==> src/sv/bsfr_pkg.sv <==
// Package for the byte-stuffed frame receiver: line constants, control-byte
// table, status codes and the structs shared by the core, the register file
// and the top level. No dependencies.
package bsfr_pkg;

  // Line bytes
  localparam logic [7:0] FLAG_BYTE  = 8'h7E;
  localparam logic [7:0] ESC_BYTE   = 8'h7D;
  localparam logic [7:0] STUFF_MASK = 8'h20;

  // Register reset values and the payload cap default
  localparam logic [7:0]  ADDR_RESET  = 8'h03;
  localparam logic [10:0] LIMIT_RESET = 11'd1000;
  localparam int          MAX_PAYLOAD_BYTES_DEF = 1024;

  // Frame kinds
  localparam logic [3:0] KIND_SET  = 4'd0;
  localparam logic [3:0] KIND_UA   = 4'd1;
  localparam logic [3:0] KIND_DISC = 4'd2;
  localparam logic [3:0] KIND_RR0  = 4'd3;
  localparam logic [3:0] KIND_RR1  = 4'd4;
  localparam logic [3:0] KIND_REJ0 = 4'd5;
  localparam logic [3:0] KIND_REJ1 = 4'd6;
  localparam logic [3:0] KIND_I0   = 4'd7;
  localparam logic [3:0] KIND_I1   = 4'd8;
  localparam int         NUM_KINDS = 9;

  // Frame status codes
  localparam logic [1:0] ST_OK       = 2'd0;
  localparam logic [1:0] ST_BCC2_ERR = 2'd1;
  localparam logic [1:0] ST_TOO_LONG = 2'd2;
  localparam logic [1:0] ST_NO_BCC2  = 2'd3;

  // Register indexes
  localparam logic REG_ADDR  = 1'b0;
  localparam logic REG_LIMIT = 1'b1;

  typedef struct packed {
    logic [7:0]  accepted_address;
    logic [10:0] payload_limit;
  } cfg_t;

  typedef struct packed {
    logic        data_valid;
    logic [7:0]  data_byte;
    logic        frame_end;
    logic [3:0]  frame_kind;
    logic [1:0]  frame_status;
    logic [10:0] frame_length;
  } result_t;

  typedef struct packed {
    logic       hit;
    logic [3:0] kind;
  } ctrl_hit_t;

  // Control byte for each frame kind
  function automatic logic [7:0] ctrl_code(input logic [3:0] kind);
    logic [7:0] code;
    case (kind)
      KIND_SET:  code = 8'h03;
      KIND_UA:   code = 8'h07;
      KIND_DISC: code = 8'h0B;
      KIND_RR0:  code = 8'h05;
      KIND_RR1:  code = 8'h85;
      KIND_REJ0: code = 8'h01;
      KIND_REJ1: code = 8'h81;
      KIND_I0:   code = 8'h00;
      KIND_I1:   code = 8'h40;
      default:   code = 8'h03;
    endcase
    return code;
  endfunction

  // Classify a control byte; first match wins
  function automatic ctrl_hit_t ctrl_lookup(input logic [7:0] b);
    ctrl_hit_t r;
    r = '0;
    for (int k = NUM_KINDS - 1; k >= 0; k--) begin
      if (ctrl_code(4'(k)) == b) begin
        r.hit  = 1'b1;
        r.kind = 4'(k);
      end
    end
    return r;
  endfunction

endpackage

==> src/sv/byte_stuffed_frame_receiver.sv <==
// Byte-stuffed frame receiver top: input register, parser core, result register
// and APB registers; depends on bsfr_pkg, bsfr_cfg and bsfr_core.
// One byte per cycle while the result is not stalled; a byte is registered in the
// input register, then its word in the result register. A stalled result holds a
// full input register and so the input. Reset (rst_ni, async, low) clears
// handshake and frame state and returns the registers to address 0x03 and limit 1000.
module byte_stuffed_frame_receiver #(
  parameter int MAX_PAYLOAD_BYTES = bsfr_pkg::MAX_PAYLOAD_BYTES_DEF
) (
  input  logic        clk_i,
  input  logic        rst_ni,
  input  logic        in_valid_i,
  output logic        in_ready_o,
  input  logic [7:0]  rx_byte_i,
  output logic        out_valid_o,
  input  logic        out_ready_i,
  output logic        data_valid_o,
  output logic [7:0]  data_byte_o,
  output logic        frame_end_o,
  output logic [3:0]  frame_kind_o,
  output logic [1:0]  frame_status_o,
  output logic [10:0] frame_length_o,
  input  logic        psel,
  input  logic        penable,
  input  logic        pwrite,
  input  logic [2:0]  paddr,
  input  logic [31:0] pwdata,
  output logic [31:0] prdata,
  output logic        pready
);

  logic              in_vld_q;
  logic [7:0]        in_byte_q;
  logic              out_vld_q;
  bsfr_pkg::result_t res_q;
  bsfr_pkg::result_t res_comb;
  bsfr_pkg::cfg_t    cfg;
  logic              advance;

  bsfr_cfg u_cfg (
    .clk_i   (clk_i),
    .rst_ni  (rst_ni),
    .psel    (psel),
    .penable (penable),
    .pwrite  (pwrite),
    .paddr   (paddr),
    .pwdata  (pwdata),
    .prdata  (prdata),
    .pready  (pready),
    .cfg_o   (cfg)
  );

  bsfr_core #(
    .MAX_PAYLOAD_BYTES (MAX_PAYLOAD_BYTES)
  ) u_core (
    .clk_i    (clk_i),
    .rst_ni   (rst_ni),
    .step_i   (advance),
    .byte_i   (in_byte_q),
    .cfg_i    (cfg),
    .result_o (res_comb)
  );

  // Move a word into the result register when it is free or being taken
  assign advance    = in_vld_q && (!out_vld_q || out_ready_i);
  assign in_ready_o = !in_vld_q || advance;

  // Input register
  always_ff @(posedge clk_i or negedge rst_ni) begin
    if (!rst_ni) begin
      in_vld_q <= 1'b0;
    end else if (in_ready_o) begin
      in_vld_q <= in_valid_i;
    end
  end

  always_ff @(posedge clk_i) begin
    if (in_ready_o && in_valid_i) begin
      in_byte_q <= rx_byte_i;
    end
  end

  // Result register
  always_ff @(posedge clk_i or negedge rst_ni) begin
    if (!rst_ni) begin
      out_vld_q <= 1'b0;
    end else if (advance) begin
      out_vld_q <= 1'b1;
    end else if (out_ready_i) begin
      out_vld_q <= 1'b0;
    end
  end

  always_ff @(posedge clk_i) begin
    if (advance) begin
      res_q <= res_comb;
    end
  end

  assign out_valid_o    = out_vld_q;
  assign data_valid_o   = res_q.data_valid;
  assign data_byte_o    = res_q.data_byte;
  assign frame_end_o    = res_q.frame_end;
  assign frame_kind_o   = res_q.frame_kind;
  assign frame_status_o = res_q.frame_status;
  assign frame_length_o = res_q.frame_length;

`ifndef NO_ASSERTIONS
  // Input side stalls only behind a stalled result
  a_stall_cause: assert property (@(posedge clk_i) disable iff (!rst_ni)
    !in_ready_o |-> (out_valid_o && !out_ready_i))
    else $error("input stalled without a stalled result");

  // A word never carries data and a frame report together
  a_one_kind: assert property (@(posedge clk_i) disable iff (!rst_ni)
    out_valid_o |-> !(data_valid_o && frame_end_o))
    else $error("data and frame end in one word");

  // Report fields are zero outside a frame end
  a_report_zero: assert property (@(posedge clk_i) disable iff (!rst_ni)
    (out_valid_o && !frame_end_o) |->
      (frame_kind_o == 4'd0 && frame_status_o == 2'd0 && frame_length_o == 11'd0))
    else $error("report fields set without frame end");

  // Data byte is zero when no data is carried
  a_data_zero: assert property (@(posedge clk_i) disable iff (!rst_ni)
    (out_valid_o && !data_valid_o) |-> (data_byte_o == 8'd0))
    else $error("data byte set without data valid");
`endif

endmodule

==> src/sv/bsfr_cfg.sv <==
// APB-style register file for the frame receiver: accepted address and
// payload limit. Depends on bsfr_pkg.
module bsfr_cfg (
  input  logic                clk_i,
  input  logic                rst_ni,
  input  logic                psel,
  input  logic                penable,
  input  logic                pwrite,
  input  logic [2:0]          paddr,
  input  logic [31:0]         pwdata,
  output logic [31:0]         prdata,
  output logic                pready,
  output bsfr_pkg::cfg_t      cfg_o
);

  logic [7:0]  addr_q;
  logic [10:0] limit_q;
  logic        wr_en;

  assign pready = 1'b1;
  assign wr_en  = psel && penable && pwrite;

  // Write registers on the access cycle
  always_ff @(posedge clk_i or negedge rst_ni) begin
    if (!rst_ni) begin
      addr_q  <= bsfr_pkg::ADDR_RESET;
      limit_q <= bsfr_pkg::LIMIT_RESET;
    end else if (wr_en) begin
      case (paddr[2])
        bsfr_pkg::REG_ADDR:  addr_q  <= pwdata[7:0];
        bsfr_pkg::REG_LIMIT: limit_q <= pwdata[10:0];
        default: ;
      endcase
    end
  end

  // Read back
  always_comb begin
    case (paddr[2])
      bsfr_pkg::REG_ADDR:  prdata = {24'd0, addr_q};
      bsfr_pkg::REG_LIMIT: prdata = {21'd0, limit_q};
      default:             prdata = '0;
    endcase
  end

  assign cfg_o.accepted_address = addr_q;
  assign cfg_o.payload_limit    = limit_q;

endmodule

==> src/sv/bsfr_core.sv <==
// Frame parser of the receiver: header check, destuffing, BCC2 hold-back and
// frame reporting, one byte per step. Depends on bsfr_pkg.
module bsfr_core #(
  parameter int MAX_PAYLOAD_BYTES = bsfr_pkg::MAX_PAYLOAD_BYTES_DEF
) (
  input  logic                 clk_i,
  input  logic                 rst_ni,
  input  logic                 step_i,
  input  logic [7:0]           byte_i,
  input  bsfr_pkg::cfg_t       cfg_i,
  output bsfr_pkg::result_t    result_o
);

  // The 11-bit limit register caps the count below this anyway
  localparam int LIMIT_CAP = (MAX_PAYLOAD_BYTES < 2047) ? MAX_PAYLOAD_BYTES : 2047;
  localparam int CNT_W     = $clog2(LIMIT_CAP + 1);
  localparam logic [10:0] LIMIT_CAP_V = 11'(LIMIT_CAP);

  localparam logic [2:0] PH_HUNT   = 3'd0;
  localparam logic [2:0] PH_ADDR   = 3'd1;
  localparam logic [2:0] PH_CTRL   = 3'd2;
  localparam logic [2:0] PH_BCC1   = 3'd3;
  localparam logic [2:0] PH_SUPEND = 3'd4;
  localparam logic [2:0] PH_DATA   = 3'd5;

  logic [2:0]       phase_q, phase_d;
  logic [3:0]       kind_q, kind_d;
  logic             esc_q, esc_d;
  logic [7:0]       held_q, held_d;
  logic             held_vld_q, held_vld_d;
  logic [7:0]       parity_q, parity_d;
  logic [CNT_W-1:0] count_q, count_d;

  bsfr_pkg::ctrl_hit_t ctrl;
  logic [7:0]          bcc1;
  logic [7:0]          cur;
  logic                have_byte;
  logic [10:0]         limit_eff;
  logic [10:0]         count_ext;
  logic [2:0]          restart;
  logic                is_flag;

  assign is_flag   = (byte_i == bsfr_pkg::FLAG_BYTE);
  assign restart   = is_flag ? PH_ADDR : PH_HUNT;
  assign ctrl      = bsfr_pkg::ctrl_lookup(byte_i);
  assign bcc1      = cfg_i.accepted_address ^ bsfr_pkg::ctrl_code(kind_q);
  assign limit_eff = (cfg_i.payload_limit > LIMIT_CAP_V) ? LIMIT_CAP_V : cfg_i.payload_limit;
  assign count_ext = 11'(count_q);

  // Step the frame state for one line byte
  always_comb begin
    phase_d    = phase_q;
    kind_d     = kind_q;
    esc_d      = esc_q;
    held_d     = held_q;
    held_vld_d = held_vld_q;
    parity_d   = parity_q;
    count_d    = count_q;
    result_o   = '0;
    cur        = byte_i;
    have_byte  = 1'b0;
    case (phase_q)
      PH_ADDR: begin
        if (byte_i == cfg_i.accepted_address && !is_flag) phase_d = PH_CTRL;
        else phase_d = restart;
      end
      PH_CTRL: begin
        if (ctrl.hit) begin
          kind_d  = ctrl.kind;
          phase_d = PH_BCC1;
        end else begin
          phase_d = restart;
        end
      end
      PH_BCC1: begin
        if (byte_i == bcc1 && !is_flag) begin
          if (kind_q >= bsfr_pkg::KIND_I0) begin
            phase_d    = PH_DATA;
            esc_d      = 1'b0;
            held_d     = '0;
            held_vld_d = 1'b0;
            parity_d   = '0;
            count_d    = '0;
          end else begin
            phase_d = PH_SUPEND;
          end
        end else begin
          phase_d = restart;
        end
      end
      PH_SUPEND: begin
        if (is_flag) begin
          result_o.frame_end  = 1'b1;
          result_o.frame_kind = kind_q;
          phase_d             = PH_ADDR;
        end else begin
          phase_d = PH_HUNT;
        end
      end
      PH_DATA: begin
        if (is_flag) begin
          // Close the frame; a pending escape is discarded
          esc_d               = 1'b0;
          result_o.frame_end  = 1'b1;
          result_o.frame_kind = kind_q;
          if (held_vld_q) begin
            result_o.frame_status = (held_q == parity_q) ? bsfr_pkg::ST_OK
                                                         : bsfr_pkg::ST_BCC2_ERR;
            result_o.frame_length = count_ext;
          end else begin
            result_o.frame_status = bsfr_pkg::ST_NO_BCC2;
          end
          held_vld_d = 1'b0;
          phase_d    = PH_ADDR;
        end else if (esc_q) begin
          // Unescape; drop unknown escaped values
          esc_d = 1'b0;
          if (byte_i == (bsfr_pkg::FLAG_BYTE ^ bsfr_pkg::STUFF_MASK) ||
              byte_i == (bsfr_pkg::ESC_BYTE ^ bsfr_pkg::STUFF_MASK)) begin
            cur       = byte_i ^ bsfr_pkg::STUFF_MASK;
            have_byte = 1'b1;
          end
        end else if (byte_i == bsfr_pkg::ESC_BYTE) begin
          esc_d = 1'b1;
        end else begin
          have_byte = 1'b1;
        end
        // Release the held byte and hold the new one
        if (have_byte) begin
          if (held_vld_q && count_ext >= limit_eff) begin
            result_o.frame_end    = 1'b1;
            result_o.frame_kind   = kind_q;
            result_o.frame_status = bsfr_pkg::ST_TOO_LONG;
            result_o.frame_length = count_ext;
            held_vld_d            = 1'b0;
            phase_d               = PH_HUNT;
          end else begin
            if (held_vld_q) begin
              result_o.data_valid = 1'b1;
              result_o.data_byte  = held_q;
              parity_d            = parity_q ^ held_q;
              count_d             = count_q + 1'b1;
            end
            held_d     = cur;
            held_vld_d = 1'b1;
          end
        end
      end
      default: phase_d = restart;
    endcase
  end

  // Advance the state on each accepted step
  always_ff @(posedge clk_i or negedge rst_ni) begin
    if (!rst_ni) begin
      phase_q    <= PH_HUNT;
      kind_q     <= '0;
      esc_q      <= 1'b0;
      held_q     <= '0;
      held_vld_q <= 1'b0;
      parity_q   <= '0;
      count_q    <= '0;
    end else if (step_i) begin
      phase_q    <= phase_d;
      kind_q     <= kind_d;
      esc_q      <= esc_d;
      held_q     <= held_d;
      held_vld_q <= held_vld_d;
      parity_q   <= parity_d;
      count_q    <= count_d;
    end
  end

endmodule

==> config.mk <==
export PLATFORM = sky130hd
export DESIGN_NAME = byte_stuffed_frame_receiver
export DESIGN_NICKNAME = d
export VERILOG_FILES = /design/src/sv/bsfr_pkg.sv /design/src/sv/byte_stuffed_frame_receiver.sv /design/src/sv/bsfr_cfg.sv /design/src/sv/bsfr_core.sv
export SDC_FILE = /design/constraint.sdc
export NUM_CORES = 1
export LEC_CHECK = 0
export BUFFER_PORTS_ARGS = -buffer_cell sky130_fd_sc_hd__clkbuf_2
export CORE_MARGIN = 2
export CORE_UTILIZATION = 55
export DETAILED_ROUTE_END_ITERATION = 10
export PLACE_DENSITY = 0.8
export SYNTH_ARGS = -nofsm -noshare
export SYNTH_HDL_FRONTEND = slang
export SYNTH_SLANG_ARGS = --single-unit
==> constraint.sdc <==
create_clock -name clk_i -period 3.6 [get_ports clk_i]
set_input_delay 0.36 -clock clk_i [delete_from_list [all_inputs] [get_ports clk_i]]
set_output_delay 0.36 -clock clk_i [all_outputs]
set_load 0.02 [all_outputs]
# Word-level counts from Yosys, hierarchy flattened
# Memories as Yosys holds them, arrays and structs flattened.
# Index checks and enable logic that the tools add are counted.
[op_classes]
n_shift = 0
reduce_logical = 25
n_bitwise = 7
multipliers = 0
n_eq_ne = 26
muxes = 64
magnitude_cmp = 3
n_addsub = 1
n_div = 0
[ops]
columns = ["op", "count"]
rows = [
  ["$mux W11", 7],
  ["$pmux W32 S2", 1],
  ["$mux W8", 7],
  ["$mux W18", 3],
  ["$mux W5", 10],
  ["$eq A8 B7 Y1 const B", 4],
  ["$pmux W8 S2", 2],
  ["$eq A8 B8 Y1", 3],
  ["$pmux W11 S2", 1],
  ["$mux W1", 18],
  ["$mux W3", 6],
  ["$mux W6", 3],
  ["$eq A3 B8 Y1 const A", 2],
  ["$eq A8 B8 Y1 const A", 2],
  ["$xor A8 B8 Y8", 2],
  ["$pmux W3 S4", 1],
  ["$add A11 B1 Y11 const B", 1],
  ["$ge A11 B11 Y1", 1],
  ["$gt A11 B11 Y1 const B", 1],
  ["$pmux W5 S2", 1],
  ["$mux W9", 1],
  ["$eq A1 B8 Y1 const A", 1],
  ["$eq A2 B8 Y1 const A", 1],
  ["$eq A4 B8 Y1 const A", 1],
  ["24 further kinds", 46],
]
[word_totals]
word_cells = 145
latchBits = 0
ramBits = 0
register_bits = 92
mem_count = 1
romBits = 96
out_inout_bits = 62
[mem_list]
columns = ["name", "words", "width", "read_ports", "rd_ports_with_merged_regs", "write_ports", "line", "rtl"]
rows = [
  ["(no name shown)", 16, 6, 1, 0, 0, "bsfr_pkg.sv:60", "case (kind)"],
]

# Longest topological paths before layout
[depth]
depth_word = 12
mapped_depth = 12
ltp_nobuf = 10

# Hierarchy
# From an unflattened synthesis, not the netlist that was laid out.
[unflattened]
hier_cells = 477
hier_area_um2 = 5313.8
[modules_own_cells]
columns = ["module", "area_per_inst_um2", "seq_area_each_um2", "n_inst", "cells_each"]
rows = [
  ["bsfr_core", 3088.0, 900.9, 1, 357],
  ["byte_stuffed_frame_receiver", 1154.9, 1101.1, 1, 43],
  ["bsfr_cfg", 1071.0, 485.5, 1, 77],
]

# Worst setup path after synthesis
# Ideal clock, no wire load.
[synth_path]
kind = "register to register"
startpoint = "register u_cfg.limit_q[0]"
endpoint = "register u_core.count_q[5] (netlist: u_core.count_ext[5])"
path_stages_with_launch = 11
path_slack_ns = 0.930
t_required_ns = 3.522
period_less_slack_ns = 2.670
t_arrival_ns = 2.593
path_cell_list = "dfrtp_1 > nor2b_1 > ha_1 > nand2b_1 > a2111oi_0 > o22ai_1 > nor4b_4 > nor2_2 > buf_6 > or4_1 > a21oi_1"
[synth_via]
elab_chain_cells = 6
[synth_lines]
columns = ["item", "line", "rtl"]
rows = [
  ["start, declared", "bsfr_cfg.sv:17", "logic [10:0] limit_q;"],
  ["start signal, assigned", "bsfr_cfg.sv:27", "limit_q <= bsfr_pkg::LIMIT_RESET;"],
  ["start signal, assigned", "bsfr_cfg.sv:31", "bsfr_pkg::REG_LIMIT: limit_q <= pwdata[10:0];"],
  ["$gt A11 B11 Y1", "bsfr_core.sv:47", "assign limit_eff = (cfg_i.payload_limit > LIMIT_CAP_V) ? LIMIT_CAP_V : cfg_i.payload_limit;"],
  ["$mux W11 *", "bsfr_core.sv:47", ""],
  ["$ge A11 B11 Y1 *", "bsfr_core.sv:130", "if (held_vld_q && count_ext >= limit_eff) begin"],
  ["$logic_and A1 B1 Y1 *", "bsfr_core.sv:130", ""],
  ["$ne A2 B2 Y1 (no source line) *", "-", ""],
  ["$reduce_and A7 Y1 (no source line) *", "-", ""],
  ["end signal, assigned", "bsfr_core.sv:170", "count_q <= count_d;"],
  ["end, declared", "bsfr_core.sv:32", "logic [CNT_W-1:0] count_q, count_d;"],
]
# Mark *: on every way between the ends. The rest lies on a longest branch, timed or not.
# A chain may end at the register's enable or synchronous reset.

# Final worst setup path
[layout_path]
startpoint = "register u_core.count_q[0] (netlist: u_core.count_ext[0])"
endpoint = "register u_core.count_q[4] (netlist: u_core.count_ext[4])"
[layout_via]
elab_chain_cells = 5
[layout_lines]
columns = ["item", "line", "rtl"]
rows = [
  ["$add A11 B1 Y11", "bsfr_core.sv:142", "count_d = count_q + 1'b1;"],
  ["$mux W11", "bsfr_core.sv:138", "if (held_vld_q) begin"],
  ["$mux W11", "bsfr_core.sv:130", ""],
  ["$mux W11", "bsfr_core.sv:129", "if (have_byte) begin"],
  ["$pmux W11 S2", "bsfr_core.sv:62", "case (phase_q)"],
]
# Parallel ways exist; a longest one is shown, timed or not. The select of a mux whose other input is x is not followed.

==> insert_results.sql <==
INSERT INTO impl_metrics (metric_group, metric, value, unit) VALUES
('detailed_routing', 'first_iter_violations', '246', ''),
('worst_hold_path', 'timing.hold.worst.class', 'primary input to asynchronous set/reset pin', ''),
('synthesis', 'ys_ff_latch', '92', ''),
('pwr', 'swShare', '0.2960', ''),
('timing', 'setup_viol', '0', ''),
('timing', 'fin_worst_skew', '0.008667', 'ns'),
('clock_network', 'cts_setup_buffers', '0', ''),
('job', 'max-cap-violations', '0', ''),
('timing', 'timing.final.max_slew_violations', '0', ''),
('pwr', 'irDropWorstVdd', '0.2357', 'mV'),
('detailed_routing', 'antenna_violating_nets_post_route', '0', ''),
('timing', 'rsz0062_at_grt', 'false', ''),
('clock_network', 'h-tree-depth', '3', ''),
('global_route', 'pin_count_of_the_biggest_net_entering_global_routing', '32', ''),
('synthesis', 'synth-async-reset-ratio', '0.6196', ''),
('clock_network', 'ctsLongestPathBuffers', '2', ''),
('outcome', 'outcome', 'complete, no violations', ''),
('layout', 'seqCellArea', '2487', 'µm²'),
('die', 'total_i_o_pin_count', '112', ''),
('placement', 'port_buffer_count', '66', ''),
('synthesis', 'sequential_element_share_of_the_synthesized_area', '0.4774', ''),
('setup_path', 'crit_path_end_kind', 'register', ''),
('synthesis', 'yosys_warnings', '0', ''),
('synthesis', 'syn-instance-count', '476', ''),
('pwr', 'power', '2.664', 'mW'),
('layout', 'antennaDiodeCount', '0', ''),
('layout', 'final_net_count', '597', ''),
('detailed_routing', 'viasPerCell', '6.032', ''),
('detailed_routing', 'via_count', '3927', ''),
('die', 'die-width', '101.3', 'µm'),
('clock_network', 'postCtsResizedCells', '0', ''),
('global_route', 'grt_first_pass_wirelength', '17860', 'µm'),
('pwr', 'clockPowerShare', '0.306', ''),
('pwr', 'power.static_leakage', '2.522', 'nW'),
('detailed_routing', 'detailedRoute.firstPassIterationCount', '5', ''),
('layout', 'post_route_cells_drive_above_1_share', '0.2630', ''),
('synthesis', 'synth_enable_flop_cells', '35', ''),
('die', 'floorplan.initialDensity', '0.5665', ''),
('detailed_routing', 'remaining_drc_errors', '0', ''),
('layout', 'layout-area-overhead-vs-synth', '10.28', '%'),
('synthesis', 'netlist-cell-type-count', '71', ''),
('global_route', 'grt_usage', '0.2217', ''),
('timing', 'tightest_slew', '0.7283', 'ns'),
('clock_network', 'cts.sink_count', '92', ''),
('timing', 'slew_headroom', '0.5145', ''),
('global_route', 'grt_pass1_vias', '3692', ''),
('clock_network', 'clk_pin_slew_worst_paths', '0.09', 'ns'),
('setup_path', 'cp_data_arrival_time', '3.31', 'ns'),
('layout', 'filler_cells', '738', ''),
('timing', 'max_clock_freq', '329.6', 'MHz'),
('die', 'fp-row-count', '35', ''),
('placement', 'gp_routability_congestion', '0.8607', ''),
('timing', 'setup_tns', '0', 'ns'),
('detailed_routing', 'routed_wirelength', '10900', 'µm'),
('layout', 'multi_input_comb_area', '2449', 'µm²'),
('setup_path', 'start_kind', 'register', ''),
('clock_network', 'cts_tree', 'yes', ''),
('timing', 'period_minus_slack', '3.034', 'ns'),
('timing', 'final_period_utilization', '0.8427', ''),
('timing', 'hold_viol', '0', ''),
('pwr', 'internal_power', '1.875', 'mW'),
('die', 'chipHeight', '101.3', 'µm'),
('layout', 'layout_common_cells', '66 x clkbuf_2, 49 x dfrtp_1, 35 x edfxtp_1', ''),
('setup_path', 'path_class', 'register to register', ''),
('synthesis', 'syn_area_per_cell', '10.95', 'µm²'),
('setup_path', 'crit_required', '3.88', 'ns'),
('clock_network', 'cts-hold-fix-buffers', '0', ''),
('pwr', 'ratio_of_total_power_to_cell_area', '463.6', 'nW/µm²'),
('placement', 'dp.final_hpwl', '7669', 'µm'),
('detailed_routing', 'post_drt_wl_per_cell', '16.74', 'µm'),
('clock_network', 'root_buffer_cell', 'clkbuf_8', ''),
('global_route', 'grt_overflow', '0', ''),
('setup_path', 'crit_fanout', '22', ''),
('pwr', 'power.share.sequential', '0.489', ''),
('clock_network', 'insertion_delay', '0.36', 'ns'),
('pwr', 'comb_power_share', '0.205', ''),
('layout', 'most_common_library_cell_in_the_layout_ignoring_fill_and_taps', 'clkbuf_2', ''),
('pwr', 'power.switching', '788.3', 'µW'),
('die', 'floorplan.core_area', '9196', 'µm²'),
('global_route', 'antenna_violations_before_repair', '0', ''),
('synthesis', 'synth_ff_type', 'dfrtp_1', ''),
('synthesis', 'synth_area', '5210', 'µm²'),
('die', 'dieArea', '10270', 'µm²'),
('clock_network', 'cts_buffers', '9', '');
==> metal layers <==
layer  global-route usage  vias to the layer above  part of all wire
met5                    0                        -                 0
li1                     -                     1852                 -
met2               0.3540                      143              0.49
met3              0.04762                       25             0.050
met4              0.08628                        0             0.023
met1               0.2981                     1907              0.44
==> Yosys cell counts (all sizes together), types with 5 or more instances <==
| master | instances | area share |
|---|---|---|
| ha | 12 | 0.029 |
| nand2 | 28 | 0.020 |
| o31ai | 10 | 0.014 |
| and2 | 22 | 0.026 |
| nor2 | 13 | 0.0098 |
| xnor2 | 8 | 0.018 |
| nand3 | 9 | 0.0086 |
| clkbuf | 12 | 0.0086 |
| dfstp | 8 | 0.040 |
| or4 | 11 | 0.016 |
| and3 | 13 | 0.017 |
| nor3b | 5 | 0.0082 |
| edfxtp | 35 | 0.20 |
| o21ai | 29 | 0.028 |
| nand2b | 11 | 0.013 |
| a31oi | 5 | 0.0089 |
| mux2 | 29 | 0.063 |
| buf | 34 | 0.049 |
| a22o | 8 | 0.013 |
| nand4 | 9 | 0.011 |
| nor3 | 12 | 0.012 |
| a21oi | 28 | 0.030 |
| dfrtp | 49 | 0.24 |
| inv | 12 | 0.0086 |
| xor2 | 9 | 0.015 |
==> kinds of logic (layout without fill, tap and decap cells) <==
kind of cell / after synthesis / after routing / synth area share
mux: 33 / 33 / 0.07036
flops: 92 / 92 / 0.4774
xor+xnor: 17 / 17 / 0.03290
compound gates: 110 / 110 / 0.1470
fa+ha+maj: 13 / 13 / 0.03074
other cells: 2 / 22 / 0.001441
simple gates: 150 / 150 / 0.1731
buf+inv: 59 / 103 / 0.06700
==> final timing paths <==
check / start / to / slack (ns) / depth (start not counted)
max: u_core.count_ext[0]$_DFFE_PN0P_ / u_core.count_ext[4]$_DFFE_PN0P_ / 0.57 / 9
min: rst_ni / u_cfg.limit_q[0]$_DFFE_PN0P_ / 0.04 / 1
min in group clk_i: rx_byte_i[2] / in_byte_q[2]$_DFFE_PP_ / 0.17 / 1
max in group asynchronous: rst_ni / u_cfg.limit_q[6]$_DFFE_PN1P_ / 2.67 / 2
min reg2reg: in_vld_q$_DFFE_PN0N_ / out_valid_o$_DFFE_PN0P_ / 0.50 / 1
max reg2reg: u_core.count_ext[0]$_DFFE_PN0P_ / u_core.count_ext[4]$_DFFE_PN0P_ / 0.57 / 9
==> cell type report <==
class	count	area share
Sequential cell	92	0.4329
Multi-Input combinational cell	345	0.4262
Timing Repair Buffer	74	0.06794
Tap cell	111	0.02417
Clock buffer	11	0.02287
Clock inverter	5	0.01742
Inverter	13	0.008493
==> stage by stage <==
step	setup slack [ns]	hold WS, ns	utilization	cell area, µm²	instances
finish	0.5664	0.03838	0.6248	5746	651
global route	0.4238	0.08495	0.6248	5746	651
CTS	0.6353	0.05328	0.6248	5746	651
detailed placement	0.6998	0.4519	0.5996	5514	635
global placement	0.8085	0.4364	0.5996	5514	635
floorplan	0.9297	0.06441	-	5285	496
==> worst max-delay path: stages (launching register included) <==
cell	delay, ns
dfrtp_1	0.53
inv_1	0.09
ha_1	0.27
nand2b_1	0.13
a2111oi_0	0.42
o22ai_1	0.28
nor4b_4	0.31
nor2_2	0.20
or4_1	0.53
a21oi_1	0.18
==> flip-flops by register name, summed over array words and instances (netlist names), 8 cells and up <==
signal,flops
data_byte_o,8
frame_length_o,11
in_byte_q,8
u_cfg.addr_q,8
u_cfg.limit_q,11
u_core.count_ext,11
u_core.held_q,8
u_core.parity_q,8
==> power groups by stage <==
stage / Clock (mW) / Combinational, mW / Sequential, mW
after global placement: 0 / 0.524 / 1.31
after CTS: 0.832 / 0.546 / 1.30
final: 0.815 / 0.547 / 1.30
after floorplan: 0 / 0.422 / 1.30
after global routing: 0.878 / 0.594 / 1.32
after detailed placement: 0 / 0.542 / 1.32
Power figures use the tool's default switching activity.
